<file path="src/rtl/infix_expression_evaluator_assert.svh">
// Assertion macros for the infix expression evaluator.
// Used by the top level; expects clk_i and rst_ni in the scope of each use.
`ifndef INFIX_EXPRESSION_EVALUATOR_ASSERT_SVH
`define INFIX_EXPRESSION_EVALUATOR_ASSERT_SVH
`ifndef SYNTH
`define IEE_ASSERT_IMP(lbl, ante, cons) \
  lbl: assert property (@(posedge clk_i) disable iff (!rst_ni) (ante) |-> (cons)) \
    else $error("infix evaluator check failed");
`define IEE_ASSERT_NXT(lbl, ante, cons) \
  lbl: assert property (@(posedge clk_i) disable iff (!rst_ni) (ante) |=> (cons)) \
    else $error("infix evaluator check failed");
`else
`define IEE_ASSERT_IMP(lbl, ante, cons)
`define IEE_ASSERT_NXT(lbl, ante, cons)
`endif
`endif

</file>
<file path="src/rtl/iee_stack_ram.sv">
// Synchronous stack memory: one write port, one read port, registered read data.
// Depends on nothing; instantiated by the evaluator top level.
`timescale 1ns / 1ps
`default_nettype none
module iee_stack_ram #(
  parameter int unsigned WIDTH = 48,
  parameter int unsigned DEPTH = 64
) (
  input  wire logic                     clk_i,
  input  wire logic                     we_i,
  input  wire logic [$clog2(DEPTH)-1:0] waddr_i,
  input  wire logic [WIDTH-1:0]         wdata_i,
  input  wire logic                     re_i,
  input  wire logic [$clog2(DEPTH)-1:0] raddr_i,
  output logic      [WIDTH-1:0]         rdata_o
);

  logic [WIDTH-1:0] mem [DEPTH];

  always_ff @(posedge clk_i) begin
    if (we_i) begin
      mem[waddr_i] <= wdata_i;
    end
  end

  always_ff @(posedge clk_i) begin
    if (re_i) begin
      rdata_o <= mem[raddr_i];
    end
  end

endmodule
`default_nettype wire

</file>
<file path="config.mk">
export PLATFORM = sky130hd
export DESIGN_NAME = iee_stack_ram
export DESIGN_NICKNAME = d
export VERILOG_FILES = /design/src/rtl/infix_expression_evaluator_assert.svh /design/src/rtl/iee_stack_ram.sv
export SDC_FILE = /design/constraint.sdc
export NUM_CORES = 2
export LEC_CHECK = 0
export BUFFER_PORTS_ARGS = -buffer_cell sky130_fd_sc_hd__buf_2
export CORE_MARGIN = 1
export CORE_UTILIZATION = 35
export DETAILED_ROUTE_END_ITERATION = 6
export PLACE_DENSITY = 0.52
export SLEW_MARGIN = 20
export SYNTH_ARGS = -nofsm -noshare
export SYNTH_HDL_FRONTEND = slang
export SYNTH_SLANG_ARGS = --single-unit
export TNS_END_PERCENT = 100
</file>
<file path="constraint.sdc">
create_clock -name clk_i -period 13.12 [get_ports clk_i]
set_clock_uncertainty 0.05 [all_clocks]
set_input_delay 3.936 -clock clk_i [delete_from_list [all_inputs] [get_ports clk_i]]
set_output_delay 3.936 -clock clk_i [all_outputs]
set_load 0.01 [all_outputs]
</file>
==> metrics.md <==
| Metric | Value |
|---|---|
| Tot Pwr | ~21 mW |
| DRT Wirelength | roughly 350000 microns |
| Number of port buffers | 110 |
| Sequential power share | between 50% and 60% |
| Initial antenna violation count | 54 |
| CTS Buf Count | around 320 |
| Final Core Density | 40.17% |
| DIE HEIGHT | between 500 and 600 microns |
| Critical Path AT | 7490 ps |
| Placed Area | around 120000 sq um |
| Crit Path Max Fanout | 71 |
| Chip width | roughly 580 microns |
| First-pass GRT wire length | between 400000 and 500000 microns |
| CTS tree | done |
| Starting DRT DRC Count | around 7300 |
| Hold buffer count at cts | 0 |
| Top cells by area, synth | edfxtp_1 (80%), mux4_2 (14%), o22ai_1 (0.65%) |
| Final Hold Slack | ~830 ps |
| Final min period | just under 7000 ps |
| Fillers | a little under 30000 |
| Mapped Nets | 5033 |
| Post-CTS Setup Repair Bufs | 0 |
| Post-layout instance area | ~130000 sq um |
| Setup crit end kind | flop |
| Crit path kind | input port to flop |
| Post-Syn Area | between 100000 and 150000 sq um |
| RD Place Congestion | about 0.77 |
| Vias per std cell | around 5.7 |
| H-tree depth | 5 |
| Layout cells sized above 1 | 27.93% |
| Internal power | ~16 mW |
| Final worst setup slack | 6206 ps |
| Antenna-violating nets left | 0 |
| Syn. warnings | 0 |
| WL/cell | between 30 and 40 microns |
| Max_slew headroom | ~20% |
| Initial Util | a little over a third |
| I/O Pins | 111 |
| Number of global-route vias before repair | between 50000 and 60000 |
| Critical path startpoint category | input port |
| Share of the synthesized area in the top cell type | 79.67% |
| Leading cell type in the layout, fill and taps excluded | edfxtp_1 |
| Netlist cell types | 35 |
| Drt first pass iters | 5 |
| Root buf cell | clkbuf_16 |
| Highest-count cells in the layout ignoring fill and taps | edfxtp_1 (3120), mux4_2 (754), clkbuf_16 (333) |
| Final layout net count | 5358 |
| Tcrit/Tclk final | around 53% |
| CP Data Required Time | about 14000 ps |
| Final Hold Vio Count | 0 |
| Mapped Cells | between 4000 and 5000 |
| Least-Margin Pin Slew | approximately 1200 ps |
| Finished Layout Cells | just under 10000 |
| Sw power | approximately 4.4 mW |
| Endpoints failing setup | 0 |
| Multi-input logic area | around 23000 sq um |
| Sequential element share of the synthesized area | between 70 and 80% |
| Die area | about 340000 sq um |
| Area of the core | about 330000 sq um |
| GRT Total Usage | between 20% and 30% |
| Largest net degree at the start of global routing | around 130 |
| Largest area contributor in the netlist | edfxtp_1 |
| Clock Sinks | ~3100 |
| Num rows | 212 |
| Status | completed |
| Switching Fraction | 21.42% |
| Max Slew Vio Count | 0 |
| CTS-repair resized insts | 0 |
| #FFs+latches synth | ~3100 |
| Pwr dens | 154.6 nW/um^2 |
| RSZ-0062 raised after global routing | no |
| Leak | 40.93 nW |
| Placed Cells | 9353 |
| Overflow after GRT | 0 |
| Via count | 56690 |
| Hold WC Path Type | flop to flop |
| Max-cap viol count | 0 |
| Final TNS setup | 0 ps |
| Post-DP HPWL | between 150000 and 200000 microns |
| FF/Latch Area | between 90000 and 100000 sq um |
| VDD IR max | approximately 0.11 mV |
| Place WS | about 5300 ps |
| Combinational Power Share | about 4.6% |
| Clk Latency, worst-skew pair | around 870 ps |
| Maximum clock frequency | between 100 and 150 MHz |
| Synth-to-Final Area Change | 14.07% |
| Clock network power share | 41.9% |
| Register clock-pin slew on the reported worst setup and hold paths | ~60 ps |
| Drt drc | 0 |
| Max Root-Sink Buffers | 4 |
| Mean Syn Cell Area | roughly 24 sq um |
final cells by class:
cell class	count	area share, %
Antenna cell	10	0.01865
Clock inverter	156	0.8441
Timing Repair Buffer	282	1.661
Sequential cell	3120	69.84
Clock buffer	410	6.427
Multi-Input combinational cell	1568	17.11
Tap cell	4387	4.092
cells by family after synthesis:
kind of cell | share of synthesized area (%)
AND/OR/NAND/NOR | 0.9533
flip-flops | 79.67
AO/OA/AOI/OAI | 3.012
buffers and inverters | 1.274
multiplexers | 15.09
power groups by stage:
stage	clock (mW)	combinational, mW	sequential (mW)
2_1_floorplan	0	0.527	11.3
3_3_place_gp	0	0.956	11.3
3_5_place_dp	0	0.970	11.3
4_1_cts	8.83	0.971	11.1
5_1_grt	9.20	1.02	11.1
6_report	8.68	0.962	11.1
cell usage after synthesis (all sizes together):
library cell,n
buf,183
a22oi,72
nand3b,5
or2,3
nand3,7
nand2,55
a311o,1
a31o,5
and3,1
nor2b,24
a221oi,83
nand4b,1
nor2,132
edfxtp,3120
mux4,754
nand4,2
a211oi,32
o22ai,122
or3b,4
a31oi,1
and2,3
mux2i,63
clkbuf,99
or3,3
a22o,57
a21oi,74
nor3,3
a311oi,11
mux2,12
o221ai,28
nand2b,10
flip-flops by register name (all words and copies together) (netlist names):
register  cells
mem        3072
rdata_o      48
layer usage:
metal / up-vias / wire, microns / global-route usage [%]
li1: 22271 / - / -
met1: 31349 / 140600 / 27.78
met2: 2534 / 167000 / 32.84
met3: 522 / 28610 / 4.118
met4: 14 / 10750 / 5.782
met5: - / 92 / 0
critical path, cell delays in order:
cell and delay, ps:
buf_12 390, buf_4 680, buf_4 690, mux4_2 590, mux2_2 280, o22ai_1 240
a31oi_1 150, and3_1 240
final timing paths:
path                                       startpoint                    end  slack, ps  cells past startpoint
worst max-delay path                       raddr_i[0]  rdata_o[36]$_DFFE_PP_       6210                      8
worst min-delay path            mem[58][36]$_DFFE_PP_  rdata_o[36]$_DFFE_PP_        830                      4
worst max register to register  mem[13][33]$_DFFE_PP_  rdata_o[33]$_DFFE_PP_      10640                      4
worst min register to register  mem[58][36]$_DFFE_PP_  rdata_o[36]$_DFFE_PP_        830                      4
Note: power is estimated with default switching activity, not from simulation.
