File: src/rtl/infix_expression_evaluator_assert.svh
// Assertion macros for the infix expression evaluator.
// Used by the top level; expects clk_i and rst_ni in the scope of each use.
`ifndef INFIX_EXPRESSION_EVALUATOR_ASSERT_SVH
`define INFIX_EXPRESSION_EVALUATOR_ASSERT_SVH
`ifndef SYNTH
`define IEE_ASSERT_IMP(lbl, ante, cons) \
  lbl: assert property (@(posedge clk_i) disable iff (!rst_ni) (ante) |-> (cons)) \
    else $error("infix evaluator check failed");
`define IEE_ASSERT_NXT(lbl, ante, cons) \
  lbl: assert property (@(posedge clk_i) disable iff (!rst_ni) (ante) |=> (cons)) \
    else $error("infix evaluator check failed");
`else
`define IEE_ASSERT_IMP(lbl, ante, cons)
`define IEE_ASSERT_NXT(lbl, ante, cons)
`endif
`endif

File: src/rtl/iee_pkg.sv
// Shared constants, codes and helper functions of the infix expression evaluator.
// No dependencies; used by the evaluator top level and the multiply/divide unit.
`timescale 1ns / 1ps
`default_nettype none
package iee_pkg;

  localparam int unsigned VALUE_W         = 48;
  localparam int unsigned LIT_W           = 31;
  localparam int unsigned SYM_W           = 5;
  localparam int unsigned OP_W            = 3;
  localparam int unsigned ST_W            = 3;
  localparam int unsigned STACK_DEPTH_DEF = 64;
  localparam int unsigned FRAC_BITS_DEF   = 16;

  localparam logic [VALUE_W-1:0] VMAX_POS = 48'h7FFF_FFFF_FFFF;
  localparam logic [VALUE_W-1:0] VMIN_NEG = 48'h8000_0000_0000;
  localparam logic [LIT_W-1:0]   LIT_MAX  = 31'h7FFF_FFFF;

  // Input symbol codes.
  localparam logic [SYM_W-1:0] SYM_DIGIT_MAX = 5'd9;
  localparam logic [SYM_W-1:0] SYM_LPAREN    = 5'd10;
  localparam logic [SYM_W-1:0] SYM_RPAREN    = 5'd11;
  localparam logic [SYM_W-1:0] SYM_ADD       = 5'd12;
  localparam logic [SYM_W-1:0] SYM_SUB       = 5'd13;
  localparam logic [SYM_W-1:0] SYM_MUL       = 5'd14;
  localparam logic [SYM_W-1:0] SYM_DIV       = 5'd15;
  localparam logic [SYM_W-1:0] SYM_END       = 5'd16;

  // Operator stack codes.
  localparam logic [OP_W-1:0] OP_LPAREN = 3'd0;
  localparam logic [OP_W-1:0] OP_ADD    = 3'd1;
  localparam logic [OP_W-1:0] OP_SUB    = 3'd2;
  localparam logic [OP_W-1:0] OP_MUL    = 3'd3;
  localparam logic [OP_W-1:0] OP_DIV    = 3'd4;

  // Status codes.
  localparam logic [ST_W-1:0] ST_OK        = 3'd0;
  localparam logic [ST_W-1:0] ST_MALFORMED = 3'd1;
  localparam logic [ST_W-1:0] ST_DIV_ZERO  = 3'd2;
  localparam logic [ST_W-1:0] ST_OVERFLOW  = 3'd3;
  localparam logic [ST_W-1:0] ST_SATURATED = 3'd4;

  function automatic logic is_fatal(input logic [ST_W-1:0] err);
    return (err == ST_MALFORMED) || (err == ST_DIV_ZERO) || (err == ST_OVERFLOW);
  endfunction

  // The first hard error wins and replaces a saturation flag.
  function automatic logic [ST_W-1:0] raise_err(input logic [ST_W-1:0] err,
                                                input logic [ST_W-1:0] code);
    return is_fatal(err) ? err : code;
  endfunction

  function automatic logic [ST_W-1:0] note_sat(input logic [ST_W-1:0] err);
    return (err == ST_OK) ? ST_SATURATED : err;
  endfunction

  function automatic logic op_prio_high(input logic [OP_W-1:0] op);
    return (op == OP_MUL) || (op == OP_DIV);
  endfunction

endpackage
`default_nettype wire

File: src/rtl/iee_muldiv.sv
// Multi-cycle fixed-point multiply and divide unit with saturation.
// Depends on iee_pkg; instantiated by the evaluator top level.
`timescale 1ns / 1ps
`default_nettype none
module iee_muldiv #(
  parameter int unsigned FRAC_BITS = iee_pkg::FRAC_BITS_DEF
) (
  input  wire logic                          clk_i,
  input  wire logic                          rst_ni,
  input  wire logic                          start_i,
  input  wire logic                          is_div_i,
  input  wire logic [iee_pkg::VALUE_W-1:0]   x_i,
  input  wire logic [iee_pkg::VALUE_W-1:0]   y_i,
  output logic                               busy_o,
  output logic                               done_o,
  output logic [iee_pkg::VALUE_W-1:0]        result_o,
  output logic                               sat_o
);

  localparam int unsigned VW    = iee_pkg::VALUE_W;
  localparam int unsigned DIG_W = 16;
  localparam int unsigned NDIG  = VW / DIG_W;
  localparam int unsigned PPW   = VW + DIG_W;
  localparam int unsigned PW    = 2 * VW;
  localparam int unsigned DIVW  = VW + FRAC_BITS;
  localparam int unsigned CW    = $clog2(DIVW + 1);

  logic            busy_q, busy_d;
  logic            done_q, done_d;
  logic            div_q, div_d;
  logic            neg_q, neg_d;
  logic [CW-1:0]   cnt_q, cnt_d;
  logic [VW-1:0]   a_q, a_d;
  logic [VW-1:0]   b_q, b_d;
  logic [PW-1:0]   prod_q, prod_d;
  logic [DIVW-1:0] dvd_q, dvd_d;
  logic [DIVW-1:0] quo_q, quo_d;
  logic [VW-1:0]   rem_q, rem_d;

  logic [VW-1:0]   mag_x, mag_y;
  logic [VW:0]     rem_sh;
  logic [PW-1:0]   mag_w, lim, mag_sat;

  assign mag_x  = x_i[VW-1] ? (~x_i + 1'b1) : x_i;
  assign mag_y  = y_i[VW-1] ? (~y_i + 1'b1) : y_i;
  assign rem_sh = {rem_q, dvd_q[DIVW-1]};

  always_comb begin
    busy_d = busy_q;
    done_d = 1'b0;
    div_d  = div_q;
    neg_d  = neg_q;
    cnt_d  = cnt_q;
    a_d    = a_q;
    b_d    = b_q;
    prod_d = prod_q;
    dvd_d  = dvd_q;
    quo_d  = quo_q;
    rem_d  = rem_q;
    if (start_i) begin
      busy_d = 1'b1;
      div_d  = is_div_i;
      neg_d  = x_i[VW-1] ^ y_i[VW-1];
      cnt_d  = is_div_i ? CW'(DIVW) : CW'(NDIG);
      a_d    = mag_x;
      b_d    = mag_y;
      prod_d = '0;
      dvd_d  = DIVW'(mag_x) << FRAC_BITS;
      quo_d  = '0;
      rem_d  = '0;
    end else if (busy_q) begin
      if (div_q) begin
        // Restoring division, one quotient bit per cycle.
        if (rem_sh >= {1'b0, b_q}) begin
          rem_d = VW'(rem_sh - {1'b0, b_q});
          quo_d = {quo_q[DIVW-2:0], 1'b1};
        end else begin
          rem_d = rem_sh[VW-1:0];
          quo_d = {quo_q[DIVW-2:0], 1'b0};
        end
        dvd_d = dvd_q << 1;
      end else begin
        // One 16-bit digit of the multiplier per cycle, most significant first.
        prod_d = (prod_q << DIG_W) + PW'(PPW'(a_q) * PPW'(b_q[VW-1 -: DIG_W]));
        b_d    = b_q << DIG_W;
      end
      cnt_d = cnt_q - 1'b1;
      if (cnt_q == CW'(1)) begin
        busy_d = 1'b0;
        done_d = 1'b1;
      end
    end
  end

  always_ff @(posedge clk_i or negedge rst_ni) begin
    if (!rst_ni) begin
      busy_q <= 1'b0;
      done_q <= 1'b0;
    end else begin
      busy_q <= busy_d;
      done_q <= done_d;
    end
  end

  always_ff @(posedge clk_i) begin
    div_q  <= div_d;
    neg_q  <= neg_d;
    cnt_q  <= cnt_d;
    a_q    <= a_d;
    b_q    <= b_d;
    prod_q <= prod_d;
    dvd_q  <= dvd_d;
    quo_q  <= quo_d;
    rem_q  <= rem_d;
  end

  assign mag_w   = div_q ? PW'(quo_q) : (prod_q >> FRAC_BITS);
  assign lim     = neg_q ? PW'(iee_pkg::VMIN_NEG) : PW'(iee_pkg::VMAX_POS);
  assign sat_o   = mag_w > lim;
  assign mag_sat = sat_o ? lim : mag_w;

  assign result_o = neg_q ? (~mag_sat[VW-1:0] + 1'b1) : mag_sat[VW-1:0];
  assign busy_o   = busy_q;
  assign done_o   = done_q;

endmodule
`default_nettype wire
File: config.mk
export PLATFORM = sky130hd
export DESIGN_NAME = iee_muldiv
export DESIGN_NICKNAME = d
export VERILOG_FILES = /design/src/rtl/infix_expression_evaluator_assert.svh /design/src/rtl/iee_pkg.sv /design/src/rtl/iee_muldiv.sv
export SDC_FILE = /design/constraint.sdc
export NUM_CORES = 2
export LEC_CHECK = 0
export BUFFER_PORTS_ARGS = -buffer_cell sky130_fd_sc_hd__buf_2
export CAP_MARGIN = 0
export CORE_ASPECT_RATIO = 2
export CORE_UTILIZATION = 50
export CTS_CLUSTER_DIAMETER = 120
export DETAILED_ROUTE_END_ITERATION = 8
export PLACE_DENSITY = 0.69
export SETUP_SLACK_MARGIN = 0.02
export SLEW_MARGIN = 15
export SYNTH_ARGS = -nofsm -noshare
export SYNTH_HDL_FRONTEND = slang
export SYNTH_SLANG_ARGS = --single-unit
File: constraint.sdc
create_clock -name clk_i -period 8.3 [get_ports clk_i]
set_input_delay 1.245 -clock clk_i [delete_from_list [all_inputs] [get_ports clk_i]]
set_output_delay 1.245 -clock clk_i [all_outputs]
set_load 0.02 [all_outputs]
==> results.md <==
- Yosys top cell by area: fa_1
- Post-synth top flop: dfxtp_1
- Synthesis-stage register bit count: roughly 360
- Arr. time, crit path: around 8.3 ns
- Area Growth Syn to Fin: 7.37%
- Largest net degree at the start of global routing: 108
- Initial antenna violation count: 2
- Clock Latency Late Sink: between 0.6 and 0.7 ns
- CP max FO: 33
- Fraction of layout cells with a size suffix above 1: between 7 and 8%
- # DRC: 0
- Post-synthesis xor/xnor area fraction: a little under 4%
- H-tree depth: 2
- Routed len/inst: 23.5 um
- Top Ports: roughly 150
- Max_slew headroom: about a fifth
- Post-Synth Simple-Gate Area: between 15 and 20%
- GRT Total Usage: 34.8%
- Final #Nets: between 6,000 and 7,000
- CP Capture Type: register
- Final Setup Violations: 0
- WS Path Type: reg2reg
- Hold Path Class: in2async
- Final ANT Viol Nets: 0
- Max-slew violations: 0
- Max Cap Violations: 0
- Largest family of logic cells by synthesized area: adder cells
- Total Routed Length: 166 mm
- Post-detailed-placement half-perimeter wirelength: 129 mm
- CTS tree: built
- Setup TNS: 0 ns
- Post-synth EDFFs: roughly 150
- Vert. Die Dim: about 440 um
- RSZ-0062 raised after global routing: false
- Status: finished clean
- CTS sink cnt: between 300 and 400
- Max Clock Skew: 0.0436 ns
- R2r worst-path depth: 23
- Reg clk slew, reported paths: roughly 0.07 ns
- Yosys top cell area share: 28.6%
- Adder-cell share of the synthesized area: between 30% and 40%
- Std-Cell Rows: around 160
- First-pass GRT wire length: between 200 and 300 mm
- Max Root-Sink Buffers: 3
- CP Data Required Time: roughly 9 ns
- Post-Syn Area: a little under 50,000 um^2
- DRT iter0 DRCs: 2,814
- Initial DRT Pass Iterations: 6
- Placer's final routability congestion estimate: 0.991
- CTS root buf: clkbuf_16
- FF-to-FF Start: b_q[34]$_DFFE_PP_
- Most numerous cell in the Yosys netlist: inv_1
- Fraction of registers with async set/reset: less than 1%
- Crit path time final: between 7 and 8 ns
- CP startpoint kind: register
- Vias in the first global route: approximately 44,000
- Post-synthesis compound-gate area fraction: around an eighth
- I/O Buffers: 150
- Die width: 222 um
- Post-synth top cells: inv_1, nand2_1, fa_1
- Mux contribution to synthesized area: between 1.5 and 2%
- Tightest Pin Transition: between 1 and 1.5 ns
- Reg2reg end: prod_q[72]$_SDFFE_PP0P_
- Total CTS buffers: 38
- Remaining Overflow, GRT: 0
- Syn Nets: about 6,900
- R2R Setup Slk: 0.45 ns
- Syn Inst Count: between 5,000 and 6,000
- Max Clock Freq: roughly 130 MHz
- Count of warnings emitted by yosys: 0
- Ranking of synthesized cells by area: fa_1, edfxtp_1, dfxtp_1
- Number of distinct library cells after synthesis: between 80 and 90
- Tcrit/Tclk final: between 90% and 100%
- Initial Utilization: roughly 50%
- Fin. Hold Viols: 0
- Sequential area share after synthesis: 18.2%
- Core area: 96,100 um^2
- Vias per inst: 5.89
- Detailed-route via count: roughly 42,000
- Die ar.: 98,100 um^2
- Syn avg cell area: just over 8 um^2
-- metrics by stage --
stage | hold slack, ns | setup WS [ns] | utilization (%) | cell area (um^2) | instances
floorplan | 0.425 | 0.261 | - | 48400 | 5832
detailed placement | 0.445 | 0.238 | 52.5 | 50500 | 6990
global placement | 0.441 | 0.250 | 52.5 | 50500 | 6990
CTS | 0.392 | 0.134 | 53.9 | 51800 | 7059
finish | 0.403 | 0.454 | 54.1 | 52000 | 7074
global route | 0.395 | 0.0197 | 54.1 | 52000 | 7074
-- what timing repair did --
| item | in CTS | in global routing |
|---|---|---|
| gates resized for setup | 0 | 3 |
| endpoints found under the setup margin | 0 | 17 |
| setup buffers | 0 | 13 |
| hold buffers | 0 | 0 |
-- kinds of logic (layout without fill, tap and decap cells) --
kind of cell	after synthesis	in the layout
AO/OA/AOI/OAI	996	996
XOR/XNOR	219	219
adder cells (fa/ha/maj)	944	944
buffers and inverters	1333	1351
flip-flops	363	363
multiplexers	78	78
other	0	2
AND/OR/NAND/NOR	1899	1899
-- layer usage --
metal / GRT usage [%] / part of all wire, %
met2: 63.1 / 52
met3: 5.61 / 5.7
met1: 33.3 / 31
met4: 32.6 / 11
met5: 0 / 0
-- cell type report --
type | count | area (um^2)
Fill cell | 9023 | 44100
Sequential cell | 363 | 8810
Multi-Input combinational cell | 4136 | 34600
Clock inverter | 26 | 358
Inverter | 1014 | 3810
Antenna cell | 2 | 5.00
Timing Repair Buffer | 268 | 1830
Tap cell | 1222 | 1530
Clock buffer | 43 | 1000
-- worst max path at each step --
stage / start / end / slack (ns) / cells past startpoint
2_1_floorplan: div_q$_DFFE_PP_ / result_o[42] / 0.26 / 28
3_3_place_gp: b_q[44]$_DFFE_PP_ / prod_q[90]$_SDFFE_PP0P_ / 0.25 / 23
3_5_place_dp: b_q[44]$_DFFE_PP_ / prod_q[94]$_SDFFE_PP0P_ / 0.24 / 23
4_1_cts: b_q[44]$_DFFE_PP_ / prod_q[94]$_SDFFE_PP0P_ / 0.13 / 23
5_1_grt: div_q$_DFFE_PP_ / result_o[42] / 0.02 / 23
6_report: b_q[34]$_DFFE_PP_ / prod_q[72]$_SDFFE_PP0P_ / 0.45 / 23
-- sequential cells by signal, summed over array words and instances (netlist names) --
signal  cells
prod_q     96
b_q        48
done_o      1
neg_q       1
a_q        48
div_q       1
rem_q      48
dvd_q      48
cnt_q       7
busy_o      1
quo_q      64
-- critical path, cell delays in order, from the launching register on --
cell	delay, ns
edfxtp_1	0.73
buf_12	0.31
nand2_1	0.11
fa_1	0.55
fa_1	0.46
fa_1	0.54
inv_1	0.06
fa_1	0.50
fa_1	0.57
inv_1	0.07
fa_1	0.53
inv_1	0.05
ha_1	0.40
a21oi_1	0.29
o21ai_0	0.18
a32oi_1	0.23
a21oi_1	0.15
o311ai_0	0.51
o211ai_1	0.35
o221ai_1	0.37
buf_4	0.27
a21boi_0	0.13
xnor2_1	0.22
a21oi_1	0.09
-- layout by cell type (no fill, tap or decap), drive strengths merged, types with 48 or more instances in the layout --
master     n
inv     1020
nand2    994
fa       691
a21oi    375
nor2     279
buf      268
and2     264
ha       253
o21ai    220
dfxtp    208
edfxtp   153
xnor2    137
xor2      82
a21o      75
nand4     57
nand3     52
and3      48
nor3      48
Power is not shown: default switching activity piles up to over one toggle a cycle in this logic, so the estimate is an artifact.
